<file path="src/rtl/core/range_image_outlier_filter_macros.svh">
// ----------------------------------------------------------------------------
// Range image outlier filter: assertion macros
// Shared helpers that wrap concurrent assertions on clk_i and rst_ni.
// ----------------------------------------------------------------------------
`ifndef RANGE_IMAGE_OUTLIER_FILTER_MACROS_SVH
`define RANGE_IMAGE_OUTLIER_FILTER_MACROS_SVH

// Property must hold at every clock edge outside reset.
`define RIF_ASSERT(lbl, prop, msg) \
  lbl: assert property (@(posedge clk_i) disable iff (!rst_ni) prop) else $error(msg);

// Condition must never be seen outside reset.
`define RIF_ASSERT_NEVER(lbl, prop, msg) `RIF_ASSERT(lbl, !(prop), msg)

`endif

</file>
<file path="src/rtl/core/rif_pkg.sv">
// ----------------------------------------------------------------------------
// rif_pkg
// Types, codes and window tables shared by the outlier filter modules.
// ----------------------------------------------------------------------------
`default_nettype none

package rif_pkg;

  // Configuration register indexes.
  localparam logic [1:0] REG_LEVEL  = 2'd0;
  localparam logic [1:0] REG_HEIGHT = 2'd1;
  localparam logic [1:0] REG_WIDTH  = 2'd2;

  // Input command codes carried in tuser.
  localparam logic CMD_PUSH  = 1'b0;
  localparam logic CMD_DRAIN = 1'b1;

  // Smallest image dimension that is filtered at all.
  localparam logic [10:0] MIN_DIM = 11'd11;

  // Effective configuration handed from the front to the back.
  typedef struct packed {
    logic [2:0]  level;
    logic [10:0] width;
    logic [10:0] height;
  } rif_cfg_t;

  // Back-end sequencer states.
  typedef enum logic [2:0] {
    ST_IDLE,
    ST_CENT,
    ST_DIV,
    ST_PREP,
    ST_SCAN,
    ST_TAIL,
    ST_DONE
  } rif_state_e;

  // Window edge length per level.
  function automatic logic [3:0] win_size(input logic [2:0] level);
    logic [3:0] ws;
    case (level)
      3'd1:    ws = 4'd3;
      3'd2:    ws = 4'd5;
      3'd3:    ws = 4'd6;
      3'd4:    ws = 4'd7;
      3'd5:    ws = 4'd9;
      default: ws = 4'd0;
    endcase
    return ws;
  endfunction

  // Minimum number of close neighbors per level.
  function automatic logic [6:0] min_count(input logic [2:0] level);
    logic [6:0] mc;
    case (level)
      3'd1:    mc = 7'd3;
      3'd2:    mc = 7'd5;
      3'd3:    mc = 7'd5;
      3'd4:    mc = 7'd7;
      3'd5:    mc = 7'd11;
      default: mc = 7'd0;
    endcase
    return mc;
  endfunction

endpackage

`default_nettype wire

</file>
<file path="src/rtl/core/rif_front.sv">
// ----------------------------------------------------------------------------
// rif_front
// Accepts samples and drains, holds configuration, writes the line store and
// queues one job for every result that is due.
// ----------------------------------------------------------------------------
`default_nettype none

module rif_front import rif_pkg::*; #(
  parameter int unsigned MaxWidth  = 1024,
  parameter int unsigned MaxLevel  = 5,
  parameter int unsigned RangeBits = 20,
  parameter int unsigned Depth     = 9232,
  parameter int unsigned CntW      = 21,
  localparam int unsigned AddrW    = $clog2(Depth),
  localparam int unsigned JobW     = 1 + AddrW + CntW
) (
  input  wire logic                 clk_i,
  input  wire logic                 rst_ni,
  // Input stream
  input  wire logic                 s_axis_tvalid,
  output logic                      s_axis_tready,
  input  wire logic [23:0]          s_axis_tdata,  // [19:0] range_in
  input  wire logic                 s_axis_tuser,  // [0] command
  // Configuration writes
  input  wire logic                 cfg_valid_i,
  output logic                      cfg_ready_o,
  input  wire logic [1:0]           cfg_index_i,
  input  wire logic [10:0]          cfg_data_i,
  // Line store write port
  output logic                      st_we_o,
  output logic      [AddrW-1:0]     st_waddr_o,
  output logic      [RangeBits-1:0] st_wdata_o,
  // Job queue
  input  wire logic                 q_full_i,
  output logic                      q_push_o,
  output logic      [JobW-1:0]      q_data_o,
  // Effective configuration
  output rif_cfg_t                  cfg_o
);

  localparam int unsigned CmpW     = CntW + 1;
  localparam int unsigned RstWidth = (MaxWidth < 640) ? MaxWidth : 640;
  localparam int unsigned RstTotal = RstWidth * 480;

  logic [2:0]       level_q, level_d;
  logic [10:0]      height_q, height_d;
  logic [10:0]      width_q, width_d;
  rif_cfg_t         eff_q, eff_d;
  logic [CntW-1:0]  total_q, total_d;
  logic [13:0]      delay_q, delay_d;
  logic [2:0]       hw;
  logic             cfg_wr;

  logic [CntW-1:0]  in_cnt_q, in_cnt_d;
  logic [CntW-1:0]  out_cnt_q, out_cnt_d;
  logic [AddrW-1:0] wptr_q, wptr_d;
  logic [AddrW-1:0] optr_q, optr_d;

  logic             accept, is_push, frame_in, due, emit, last;

  assign cfg_ready_o = 1'b1;
  assign cfg_wr      = cfg_valid_i;

  // Next register values and the effective settings derived from them.
  always_comb begin
    level_d  = level_q;
    height_d = height_q;
    width_d  = width_q;
    if (cfg_wr) begin
      case (cfg_index_i)
        REG_LEVEL:  level_d  = cfg_data_i[2:0];
        REG_HEIGHT: height_d = cfg_data_i;
        REG_WIDTH:  width_d  = cfg_data_i;
        default:    ;
      endcase
    end
    eff_d.level  = (level_d > 3'(MaxLevel)) ? 3'(MaxLevel) : level_d;
    eff_d.height = (height_d == 11'd0) ? 11'd1 : height_d;
    if (width_d == 11'd0) begin
      eff_d.width = 11'd1;
    end else if ({2'b00, width_d} > 13'(MaxWidth)) begin
      eff_d.width = 11'(MaxWidth);
    end else begin
      eff_d.width = width_d;
    end
    hw      = 3'(win_size(eff_d.level) >> 1);
    total_d = CntW'(22'(eff_d.width) * 22'(eff_d.height));
    delay_d = 14'(14'(hw) * 14'(eff_d.width)) + 14'(hw);
  end

  always_ff @(posedge clk_i or negedge rst_ni) begin
    if (!rst_ni) begin
      level_q      <= 3'd0;
      height_q     <= 11'd480;
      width_q      <= 11'd640;
      eff_q.level  <= 3'd0;
      eff_q.height <= 11'd480;
      eff_q.width  <= 11'(RstWidth);
      total_q      <= CntW'(RstTotal);
      delay_q      <= 14'd0;
    end else begin
      level_q  <= level_d;
      height_q <= height_d;
      width_q  <= width_d;
      eff_q    <= eff_d;
      total_q  <= total_d;
      delay_q  <= delay_d;
    end
  end

  assign cfg_o = eff_q;

  // Classification of the accepted transaction.
  assign s_axis_tready = !q_full_i;
  assign accept        = s_axis_tvalid && s_axis_tready;
  assign is_push       = (s_axis_tuser == CMD_PUSH);
  assign frame_in      = (in_cnt_q >= total_q);
  assign due           = (CmpW'(in_cnt_q) + CmpW'(1)) > (CmpW'(out_cnt_q) + CmpW'(delay_q));
  assign emit          = accept && (is_push ? (!frame_in && due) : frame_in);
  assign last          = (CmpW'(out_cnt_q) + CmpW'(1)) >= CmpW'(total_q);

  assign st_we_o    = accept && is_push && !frame_in;
  assign st_waddr_o = wptr_q;
  assign st_wdata_o = RangeBits'({{RangeBits{1'b0}}, s_axis_tdata[19:0]});

  assign q_push_o = emit;
  assign q_data_o = {last, optr_q, out_cnt_q};

  // Sample and result counters with ring pointers into the line store.
  always_comb begin
    in_cnt_d  = in_cnt_q;
    out_cnt_d = out_cnt_q;
    wptr_d    = wptr_q;
    optr_d    = optr_q;
    if (st_we_o) begin
      in_cnt_d = in_cnt_q + CntW'(1);
      wptr_d   = (wptr_q == AddrW'(Depth - 1)) ? '0 : wptr_q + AddrW'(1);
    end
    if (emit) begin
      out_cnt_d = out_cnt_q + CntW'(1);
      optr_d    = (optr_q == AddrW'(Depth - 1)) ? '0 : optr_q + AddrW'(1);
      if (last) begin
        in_cnt_d  = '0;
        out_cnt_d = '0;
        wptr_d    = '0;
        optr_d    = '0;
      end
    end
  end

  always_ff @(posedge clk_i or negedge rst_ni) begin
    if (!rst_ni) begin
      in_cnt_q  <= '0;
      out_cnt_q <= '0;
      wptr_q    <= '0;
      optr_q    <= '0;
    end else begin
      in_cnt_q  <= in_cnt_d;
      out_cnt_q <= out_cnt_d;
      wptr_q    <= wptr_d;
      optr_q    <= optr_d;
    end
  end

endmodule

`default_nettype wire

</file>
<file path="config.mk">
export PLATFORM = sky130hd
export DESIGN_NAME = rif_front
export DESIGN_NICKNAME = d
export VERILOG_FILES = /design/src/rtl/core/range_image_outlier_filter_macros.svh /design/src/rtl/core/rif_pkg.sv /design/src/rtl/core/rif_front.sv
export SDC_FILE = /design/constraint.sdc
export NUM_CORES = 1
export LEC_CHECK = 0
export BUFFER_PORTS_ARGS = -buffer_cell sky130_fd_sc_hd__buf_2
export CAP_MARGIN = 15
export CORE_UTILIZATION = 42
export DETAILED_ROUTE_END_ITERATION = 10
export MAX_ROUTING_LAYER = met4
export SLEW_MARGIN = 25
export SYNTH_ARGS = -nofsm -noshare
export SYNTH_HDL_FRONTEND = slang
export SYNTH_SLANG_ARGS = --single-unit
</file>
<file path="constraint.sdc">
create_clock -name clk_i -period 17.9 [get_ports clk_i]
set_clock_uncertainty 0.1 [all_clocks]
set_input_delay 3.58 -clock clk_i [delete_from_list [all_inputs] [get_ports clk_i]]
set_output_delay 3.58 -clock clk_i [all_outputs]
set_load 0.01 [all_outputs]
</file>
## Yosys cells after proc, flatten, opt, wreduce, memory -nomap -nowiden

Cells that the tools add are included.

- Output and inout bits: 99
- Memory bits (writable): 0
- Bits in read-only memories: 0
- Logic and storage cells: 69
- Flip-flop bits (word level): 155
- Bits in latches: 0
- Bits of input ports: 43
- Memories kept: 0

- $mul: 2
- Divide/modulo/power cells: 0
- Reductions and logical operators: 10
- Shifts and indexed selects: 0
- Eq/ne operators: 9
- $lt $le $gt $ge: 5
- Multiplexer cells: 22
- Add/sub/neg operators: 8
- Bitwise logic cells: 1

Operator list:

| cell | number |
|---|---|
| $mux W14 | 6 |
| $mux W21 | 4 |
| $mux W11 | 7 |
| $add A21 B1 Y22 const B | 2 |
| $add A21 B1 Y21 const B | 2 |
| $add A14 B1 Y14 const B | 2 |
| $eq A14 B14 Y1 const B | 2 |
| $add A21 B14 Y22 | 1 |
| $ge A22 B21 Y1 | 1 |
| $gt A22 B22 Y1 | 1 |
| $logic_not A11 Y1 | 2 |
| $ge A21 B21 Y1 | 1 |
| $mul A11 B11 Y21 | 1 |
| $pmux W4 S5 | 1 |
| $add A14 B3 Y14 | 1 |
| $mul A3 B11 Y14 | 1 |
| $gt A11 B11 Y1 const B | 1 |
| $mux W3 | 3 |
| $eq A3 B2 Y1 const B | 2 |
| $eq A3 B3 Y1 const B | 2 |
| $logic_and A1 B1 Y1 | 5 |
| $eq A3 B1 Y1 const B | 1 |
| $gt A3 B3 Y1 const B | 1 |
| $eq A2 B1 Y1 const B | 1 |
| other kinds (5) | 6 |

## Depth between registers and ports, before layout

Gate-level depths: netlist of run 1.

- Depth in word-level cells: 9
- Depth in mapped cells: 26

## Worst setup path before layout of run 1

Ideal clock, no wire load.

- Path type: in2reg
- From: input port cfg_index_i[0]
- To: register total_q[20]
- Arrival: 9.344 ns
- Setup slack: 8.329 ns
- Data required time: 17.673 ns
- Path buffers: 2
- Cell stages on the path: 25
- Library setup time: 0.127 ns
- Path through: nand3b_1 buf_2 mux2i_1 buf_2 nand2_1 inv_1 nand2_1 fa_1 inv_1 fa_1 inv_1 fa_1 inv_1 fa_1 inv_1 fa_1 inv_1 ha_1 and4_1 a22oi_1 a311oi_1 o21ai_0 a21oi_1 o221ai_1 xnor2_1

RTL lines:

| what | line | RTL |
|---|---|---|
| from (decl) | rif_front.sv:27 | `input wire logic [1:0] cfg_index_i,` |
| to (signal assigned) | rif_front.sv:99 | `total_q <= CntW'(RstTotal);` |
| to (signal assigned) | rif_front.sv:106 | `total_q <= total_d;` |
| to (decl) | rif_front.sv:49 | `logic [CntW-1:0] total_q, total_d;` |

==> results.yml, run 1 <==
power_and_ir_drop:
  ir_drop_mv: 0.114
  clockPowerShare: 0.177
  leakage_uw: 0.00816
  power_density_nw_per_um2: 138
  p_int_uw: 1170
  p_comb_frac: 0.597
  pwr-share-seq: 0.226
  power.share.switching: 0.444
  p_sw_uw: 931
global_routing:
  grt_usage: 0.222
  grt_pass1_vias: 10700
  antenna_found_initial: 0
  grt_max_degree: 83
  gr-total-overflow: 0
  grt_first_pass_wirelength_um: 56100
logic_synthesis:
  synth_top_area_share: 0.247
  ys_seq_elements: 153
  synth_top_cells_by_area: "dfrtp_1 25%, ha_1 15%, fa_1 13%, inv_1 5.1%, nand2_1 4.8%"
  synthCells: 1555
  yosysTopAreaCell: "dfrtp_1"
  ys.flop_type: "dfrtp_1"
  synth_fp_nets: 1853
  synthArstFlopShare: 1.00
  synth-edff-count: 0
  ys_warn_count: 0
  yosysSeqAreaShare: 0.277
  synth_area_um2: 13900
  synth_cell_types: 71
  postSynthAreaPerCell_um2: 8.93
critical_path:
  cp_data_arrival_time_ns: 10.34
  rr_worst_depth: 22
  cp-start-kind: "input pin"
  setup.worst_path.end_class: "flop"
  worstSetupPathType: "input pin to flop"
  timing.rr.start: "cfg_o[21]$_DFF_PN0_"
  timing.rr.end: "total_q[20]$_DFF_PN0_"
  required_ns: 18.11
  worst-path-max-fanout: 13
  rrSetupSlack_ns: 11.46
sta:
  finalHoldViolCount: 0
  drv_slew: 0
  setup_viol: 0
  rsz0062_at_grt: "no"
  finalCritPeriodShare: 0.566
  worst_slew_margin_rel: 0.340
  layout_setup_ws_ns: 7.77
  tightest_slew_ns: 0.988
  clock.fmax_mhz: 98.7
  layout_min_cycle_time_ns: 10.13
  fin_setup_tns_ns: 0
clock_tree:
  cts_tree: "yes"
  cts_resized: 0
  hold_buffers: 0
  htree_levels: 4
  cts_sinks: 153
  postCtsSetupBuffers: 0
  cts.clk_slew.worst_paths_ns: 0.06
  root_buffer: "clkbuf_16"
  clk_latency_ns: 0.45
  cts_buffers: 17
  clock_path_buffers: 2
final_layout:
  syn2layout_area_growth_pct: 9.67
  final_common_cell: "inv_1"
  fin_cells: 2068
  multi_input_area_um2: 8910
  final_area_um2: 15200
  ff_latch_area_um2: 3850
  drive_gt1_frac: 0.108
  layout.nets: 1911
  layout_common_cells: "190 x inv_1, 179 x nand2_1, 164 x ha_1"
  fillers: 3206
  diodes: 0
die:
  core_um2: 32500
  start_util: 0.427
  rows: 66
  die-area_um2: 33800
  die_y_um: 184
  io_pins: 142
  fp.dieW_um: 184
placement:
  placed_area_um2: 14600
  dp_hpwl_um: 26900
  placed_cells: 2036
  portBuffers: 96
  place_ws_ns: 7.33
  gp_congestion: 0.914
routing:
  antenna_left: 0
  detail_route.wl_per_cell_um: 16.9
  vias_per_cell: 5.20
  via_count: 10700
  routed_wl_um: 35000
  first_iter_violations: 547
  drt_pass1_iterations: 5
  drc: 0
min_path:
  hold_class: "flop to flop"
  min_from: "width_q[0]$_DFF_PN0_"
  hold_path_end: "width_q[0]$_DFF_PN0_"
  whs_path_depth: 1
run:
  maxCapViolCount: 0
run_status:
  status: "finished, final reports clean"
[logic make-up after synthesis]
group                      share of synthesized area
xor gates and xnor gates                      0.0732
AOI/OAI and AO/OA                             0.0922
and+or+nand+nor                                0.178
other                                       0.000270
buffers and inverters                         0.0819
DFF                                            0.277
adders and majority gates                      0.279
muxes                                         0.0183
[through the flow]
step | hold WS, ns | utilization | total power [uW]
final | 0.405 | 0.468 | 2100
after global routing | 0.414 | 0.468 | 2320
after CTS | 0.403 | 0.468 | 2120
after detailed placement | 0.389 | 0.450 | 1730
after global placement | 0.384 | 0.450 | 1710
after floorplan | 0.348 | - | 1420
[registers in the layout, indices dropped and copies added (netlist names)]
| register | flops |
|---|---|
| total_q | 21 |
| optr_q | 14 |
| height_q | 10 |
| st_waddr_o | 14 |
| level_q | 3 |
| in_cnt_q | 21 |
| delay_q | 14 |
| out_cnt_q | 21 |
| width_q | 10 |
| cfg_o | 25 |
[Yosys cell counts (all sizes together), types with 22 or more instances]
cell    instances
inv           193
nand2         179
ha            164
nor2          157
dfrtp         137
fa             91
xnor2          63
o21ai          60
a21oi          59
xor2           53
nand3          50
buf            42
nor3           28
clkbuf         26
and3           25
mux2i          22
[layout make-up]
cell class	instances	area share
clock buffer	20	0.0293
tap	442	0.0363
multi-input combinational	1133	0.585
clock inverter	12	0.00978
sequential	153	0.253
inverter	201	0.0495
timing repair buffer	107	0.0374
[power by group through the flow]
stage	Clock [uW]	Sequential (uW)	Combinational, uW
after detailed placement	0	481	1250
after global placement	0	479	1230
after global routing	396	483	1440
after floorplan	0	474	944
after CTS	381	475	1260
final	371	475	1250
[critical path: stages]
cell and delay [ns]:
buf_2 0.12, nand3b_1 0.58, mux2_2 0.52, nor4_1 0.29, o21ai_1 0.10, buf_4 0.21, inv_1 0.21, nand2_1 0.12
fa_1 0.55, fa_1 0.55, inv_1 0.05, fa_1 0.51, fa_1 0.55, inv_1 0.06, fa_1 0.53, inv_1 0.04
ha_1 0.36, a21oi_1 0.17, nand2_1 0.07, a22oi_1 0.30, a311oi_1 0.15, o21ai_0 0.22, a21oi_1 0.14, o221ai_1 0.22
xnor2_1 0.12
[how the worst max path moves through the flow]
stage	slack, ns	cells past startpoint	startpoint	to
finish	7.77	25	cfg_index_i[0]	total_q[20]$_DFF_PN0_
global route	7.36	25	cfg_index_i[0]	total_q[20]$_DFF_PN0_
CTS	7.76	24	cfg_index_i[0]	total_q[20]$_DFF_PN0_
detailed placement	7.33	24	cfg_index_i[0]	total_q[20]$_DFF_PN0_
global placement	7.36	24	cfg_index_i[0]	total_q[20]$_DFF_PN0_
floorplan	8.33	25	cfg_index_i[0]	total_q[20]$_DFF_PN0_
[layer usage]
layer	track usage	wire [um]
met5	-	0
met4	0.0757	841
met3	0.0408	1300
met2	0.355	16500
met1	0.282	16300
(Power assumes the default switching activity.)
==> run 2, diff against run 1 <==
==> constraint.sdc (replaced) <==
create_clock -name clk_i -period 8.8 [get_ports clk_i]
set_clock_uncertainty 0.1 [all_clocks]
set_input_delay 1.76 -clock clk_i [delete_from_list [all_inputs] [get_ports clk_i]]
set_output_delay 1.76 -clock clk_i [all_outputs]
set_load 0.01 [all_outputs]
==> results.yml, run 2 (synthesis results as in run 1) <==
global_routing:
  grt_pass1_vias: 10600
  gr-total-overflow: 0
  grt_usage: 0.221
  grt_first_pass_wirelength_um: 56500
  antenna_found_initial: 0
  grt_max_degree: 86
placement:
  dp_hpwl_um: 27000
  portBuffers: 96
  gp_congestion: 0.933
  place_ws_ns: 0.633
  placed_area_um2: 14800
clock_tree:
  htree_levels: 4
  hold_buffers: 0
  cts_resized: 0
  root_buffer: "clkbuf_16"
  cts_buffers: 17
  clock_path_buffers: 2
  clk_latency_ns: 0.45
  cts_tree: "yes"
  cts_sinks: 153
  cts.clk_slew.worst_paths_ns: 0.07
  postCtsSetupBuffers: 0
final_layout:
  drive_gt1_frac: 0.114
  fillers: 3190
  largest_reg_flops: 25
  layout_common_cells: "190 x inv_1, 179 x nand2_1, 164 x ha_1"
  ff_latch_area_um2: 3850
  final_common_cell: "inv_1"
  syn2layout_area_growth_pct: 10.8
  diodes: 0
  final_util: 0.473
  multi_input_area_um2: 8900
  layout.nets: 1927
  final_area_um2: 15400
power_and_ir_drop:
  leakage_uw: 0.00825
  power_density_nw_per_um2: 282
  ir_drop_mv: 0.179
die:
  die_y_um: 184
  die-area_um2: 33800
  start_util: 0.427
  core_um2: 32500
  rows: 66
  fp.dieW_um: 184
  io_pins: 142
sta:
  rsz0062_at_grt: "no"
  tightest_slew_ns: 0.973
  worst_slew_margin_rel: 0.351
  layout_min_cycle_time_ns: 7.84
  clock.fmax_mhz: 128
  hold-worst-slack_ns: 0.407
  finalHoldViolCount: 0
  finalCritPeriodShare: 0.891
  setup_viol: 0
  drv_slew: 0
  layout_setup_ws_ns: 0.957
  fin_setup_tns_ns: 0
routing:
  drt_pass1_iterations: 5
  via_count: 10800
  routed_wl_um: 34900
  vias_per_cell: 5.20
  drc: 0
  antenna_left: 0
  first_iter_violations: 618
  detail_route.wl_per_cell_um: 16.8
critical_path:
  worst-path-max-fanout: 25
  path_cells: "ha_1 > fa_1 > a21oi_1 > o21ai_0 > a21oi_1 > o21ai_0 > a211oi_1 > or2_2 > nor4b_1 > a311oi_1 > ha_1 > and3_1 > nand4_1 > nor4_1 > nand4_1 > a32oi_4 > inv_2 > buf_2"
  cp-start-kind: "flop"
  required_ns: 6.94
  crit_family: "simple AND/OR/NAND/NOR gates"
  path_buf_inv: 2
  crit_slowest_cell: "nor4_1"
  cp_data_arrival_time_ns: 5.98
  cpPeakStageDelay_ns: 0.69
  worstSetupPathType: "flop to output port"
  setup.worst_path.end_class: "output port"
min_path:
  hold_class: "flop to flop"
run_status:
  status: "finished, final reports clean"
run:
  maxCapViolCount: 0
## run 2: metal layers
metal,GRT usage,up-vias,share of wire
met5,-,-,0
li1,-,5275,-
met2,0.358,268,0.48
met1,0.288,5265,0.46
met3,0.0329,36,0.041
met4,0.0640,0,0.019
## run 2: final cells by class
class	count	share of cell area
Tap cell	442	0.0360
Timing Repair Buffer	123	0.0456
Clock buffer	22	0.0295
Multi-Input combinational cell	1133	0.579
Inverter	201	0.0491
Sequential cell	153	0.250
Clock inverter	10	0.0109
## run 2: metrics by stage
stage                     power (uW)  instances
final                           4340       2084
after global routing            4790       2084
after CTS                       4390       2084
after detailed placement        3540       2052
after global placement          3490       2052
after floorplan                 2890       1555
## run 2: path summary, 6_finish.rpt
| kind | from | end | slack, ns | cells after the start |
|---|---|---|---|---|
| max | out_cnt_q[0]$_DFFE_PN0P_ | q_push_o | 0.96 | 18 |
| min in group asynchronous | rst_ni | st_waddr_o[11]$_DFF_PN0_ | 1.25 | 1 |
| min | width_q[0]$_DFF_PN0_ | width_q[0]$_DFF_PN0_ | 0.41 | 1 |
| max reg2reg | out_cnt_q[0]$_DFFE_PN0P_ | in_cnt_q[4]$_DFF_PN0_ | 2.42 | 20 |
| max in group asynchronous | rst_ni | cfg_o[22]$_DFF_PN0_ | 5.93 | 2 |
| min reg2reg | width_q[0]$_DFF_PN0_ | width_q[0]$_DFF_PN0_ | 0.41 | 1 |
## run 2: report_power, final
part           total (uW)  internal (uW)  switching, uW
combinational        2570           1060           1510
sequential            964            881           82.1
clock                 805            485            320
==> run 3, diff against run 2 <==
--- a/config.mk
+++ b/config.mk
@@ -6,7 +6,7 @@
 export NUM_CORES = 1
 export LEC_CHECK = 0
 export BUFFER_PORTS_ARGS = -buffer_cell sky130_fd_sc_hd__buf_2
-export CAP_MARGIN = 15
+export CORE_ASPECT_RATIO = 1.25
 export CORE_UTILIZATION = 42
 export DETAILED_ROUTE_END_ITERATION = 10
 export MAX_ROUTING_LAYER = met4
==> results.yml, run 3 (synthesis results as in run 1) <==
run_status:
  status: "finished, final reports clean"
final_layout:
  syn2layout_area_growth_pct: 10.4
  ff_latch_area_um2: 3850
  drive_gt1_frac: 0.114
  largest_reg_flops: 25
  final_common_cell: "inv_1"
  multi_input_area_um2: 8900
  final_area_um2: 15300
  fillers: 3200
  layout.nets: 1924
  diodes: 0
  layout_common_cells: "190 x inv_1, 179 x nand2_1, 164 x ha_1"
power_and_ir_drop:
  leakage_uw: 0.00824
  p_int_uw: 2390
  power_density_nw_per_um2: 283
  pwr-share-seq: 0.223
  clockPowerShare: 0.189
  p_comb_frac: 0.588
  finalPower_uw: 4330
  power.share.switching: 0.448
  ir_drop_mv: 0.188
  p_sw_uw: 1940
placement:
  portBuffers: 96
  placed_area_um2: 14700
  dp_hpwl_um: 27000
  gp_congestion: 0.924
sta:
  finalCritPeriodShare: 0.937
  tightest_slew_ns: 0.964
  worst_slew_margin_rel: 0.356
  fin_setup_tns_ns: 0
  rsz0062_at_grt: "no"
  clock.fmax_mhz: 121
  layout_min_cycle_time_ns: 8.25
  finalHoldViolCount: 0
  setup_viol: 0
  drv_slew: 0
routing:
  antenna_left: 0
  first_iter_violations: 576
  routed_wl_um: 35000
  vias_per_cell: 5.24
  detail_route.wl_per_cell_um: 17.0
  drt_pass1_iterations: 5
  via_count: 10800
  drc: 0
global_routing:
  grt_use_met3: 0.0266
  antenna_found_initial: 0
  grt_max_degree: 87
  grt_busiest_layer: "met2"
  grt_use_met1: 0.275
  gr-total-overflow: 0
  grt_usage: 0.226
  grt_pass1_vias: 11000
  grt_util_met2: 0.381
  grt_first_pass_wirelength_um: 57400
die:
  start_util: 0.426
  die-area_um2: 33800
  fp.dieW_um: 165
  rows: 74
  core_um2: 32600
  die_y_um: 205
  io_pins: 142
critical_path:
  cp-start-kind: "input pin"
  cp_data_arrival_time_ns: 8.49
  worstSetupPathType: "input pin to flop"
  setup.worst_path.end_class: "flop"
  worst-path-max-fanout: 19
  required_ns: 9.05
clock_tree:
  cts_resized: 0
  cts_sinks: 153
  clock_path_buffers: 2
  cts_tree: "yes"
  cts.clk_slew.worst_paths_ns: 0.07
  clk_latency_ns: 0.45
  root_buffer: "clkbuf_16"
  cts_buffers: 17
  postCtsSetupBuffers: 0
  hold_buffers: 0
  htree_levels: 4
run:
  maxCapViolCount: 0
min_path:
  hold_class: "flop to flop"
## run 3: changes by cell type in the layout (fill, tap and decap cells not counted), sizes merged
cell / previous run / this run
inv: 195 / 200
clkbuf: 22 / 18
buf: 123 / 120
bufinv: 4 / 3
## run 3: final cells by class
type | instances | share of cell area
flip-flops and latches | 153 | 0.251
multi-input cells | 1133 | 0.581
clock inverters | 14 | 0.0134
clock buffers | 18 | 0.0280
inverters | 201 | 0.0492
repair buffers | 120 | 0.0435
well taps | 418 | 0.0341
## run 3: path summary, 6_finish.rpt
check | endpoint | depth (start not counted) | from | slack (ns)
hold / removal | height_q[0]$_DFF_PN0_ | 2 | height_q[0]$_DFF_PN0_ | 0.40
max in group asynchronous | in_cnt_q[8]$_DFF_PN0_ | 2 | rst_ni | 5.88
min in group asynchronous | st_waddr_o[6]$_DFF_PN0_ | 1 | rst_ni | 1.28
setup reg to reg | total_q[20]$_DFF_PN0_ | 21 | cfg_o[21]$_DFF_PN0_ | 2.34
setup / recovery | total_q[20]$_DFF_PN0_ | 23 | cfg_index_i[0] | 0.55
hold reg to reg | height_q[0]$_DFF_PN0_ | 2 | height_q[0]$_DFF_PN0_ | 0.40
## run 3: metrics by stage
stage               hold WS (ns)   util  cells  setup WS (ns)
finish                     0.403  0.470   2057          0.551
floorplan                  0.348      -   1555           1.05
global placement           0.365  0.451   2025          0.267
detailed placement         0.384  0.451   2025         0.0997
global route               0.427  0.470   2057         0.0950
CTS                        0.401  0.470   2057          0.562
## run 3: critical path, stage by stage
cell,delay (ns)
buf_2,0.12
nand3b_1,0.55
mux2i_1,0.32
buf_4,0.30
nand2_1,0.25
inv_1,0.41
nand2_1,0.14
fa_1,0.52
inv_1,0.05
fa_1,0.54
fa_1,0.44
fa_1,0.55
inv_1,0.06
fa_1,0.53
inv_1,0.04
ha_1,0.38
and4_1,0.21
o21ai_0,0.17
a311oi_1,0.29
o21ai_0,0.16
a21oi_1,0.28
o221ai_1,0.19
xnor2_1,0.22
## run 3: routing by layer
layer  share of wire  routed length (um)  vias to the layer above
li1                -                   -                     5278
met1            0.43               15200                     5238
met2            0.51               17900                      212
met3           0.024                 854                       60
met4           0.031                1080                        0
met5               0                   0                        -
## run 3: power groups by stage
stage               logic, uW  registers (uW)  clock network [uW]
floorplan                1920             965                   0
global placement         2490             980                   0
detailed placement       2540             980                   0
CTS                      2570             967                 839
global route             2950             983                 862
finish                   2550             968                 818
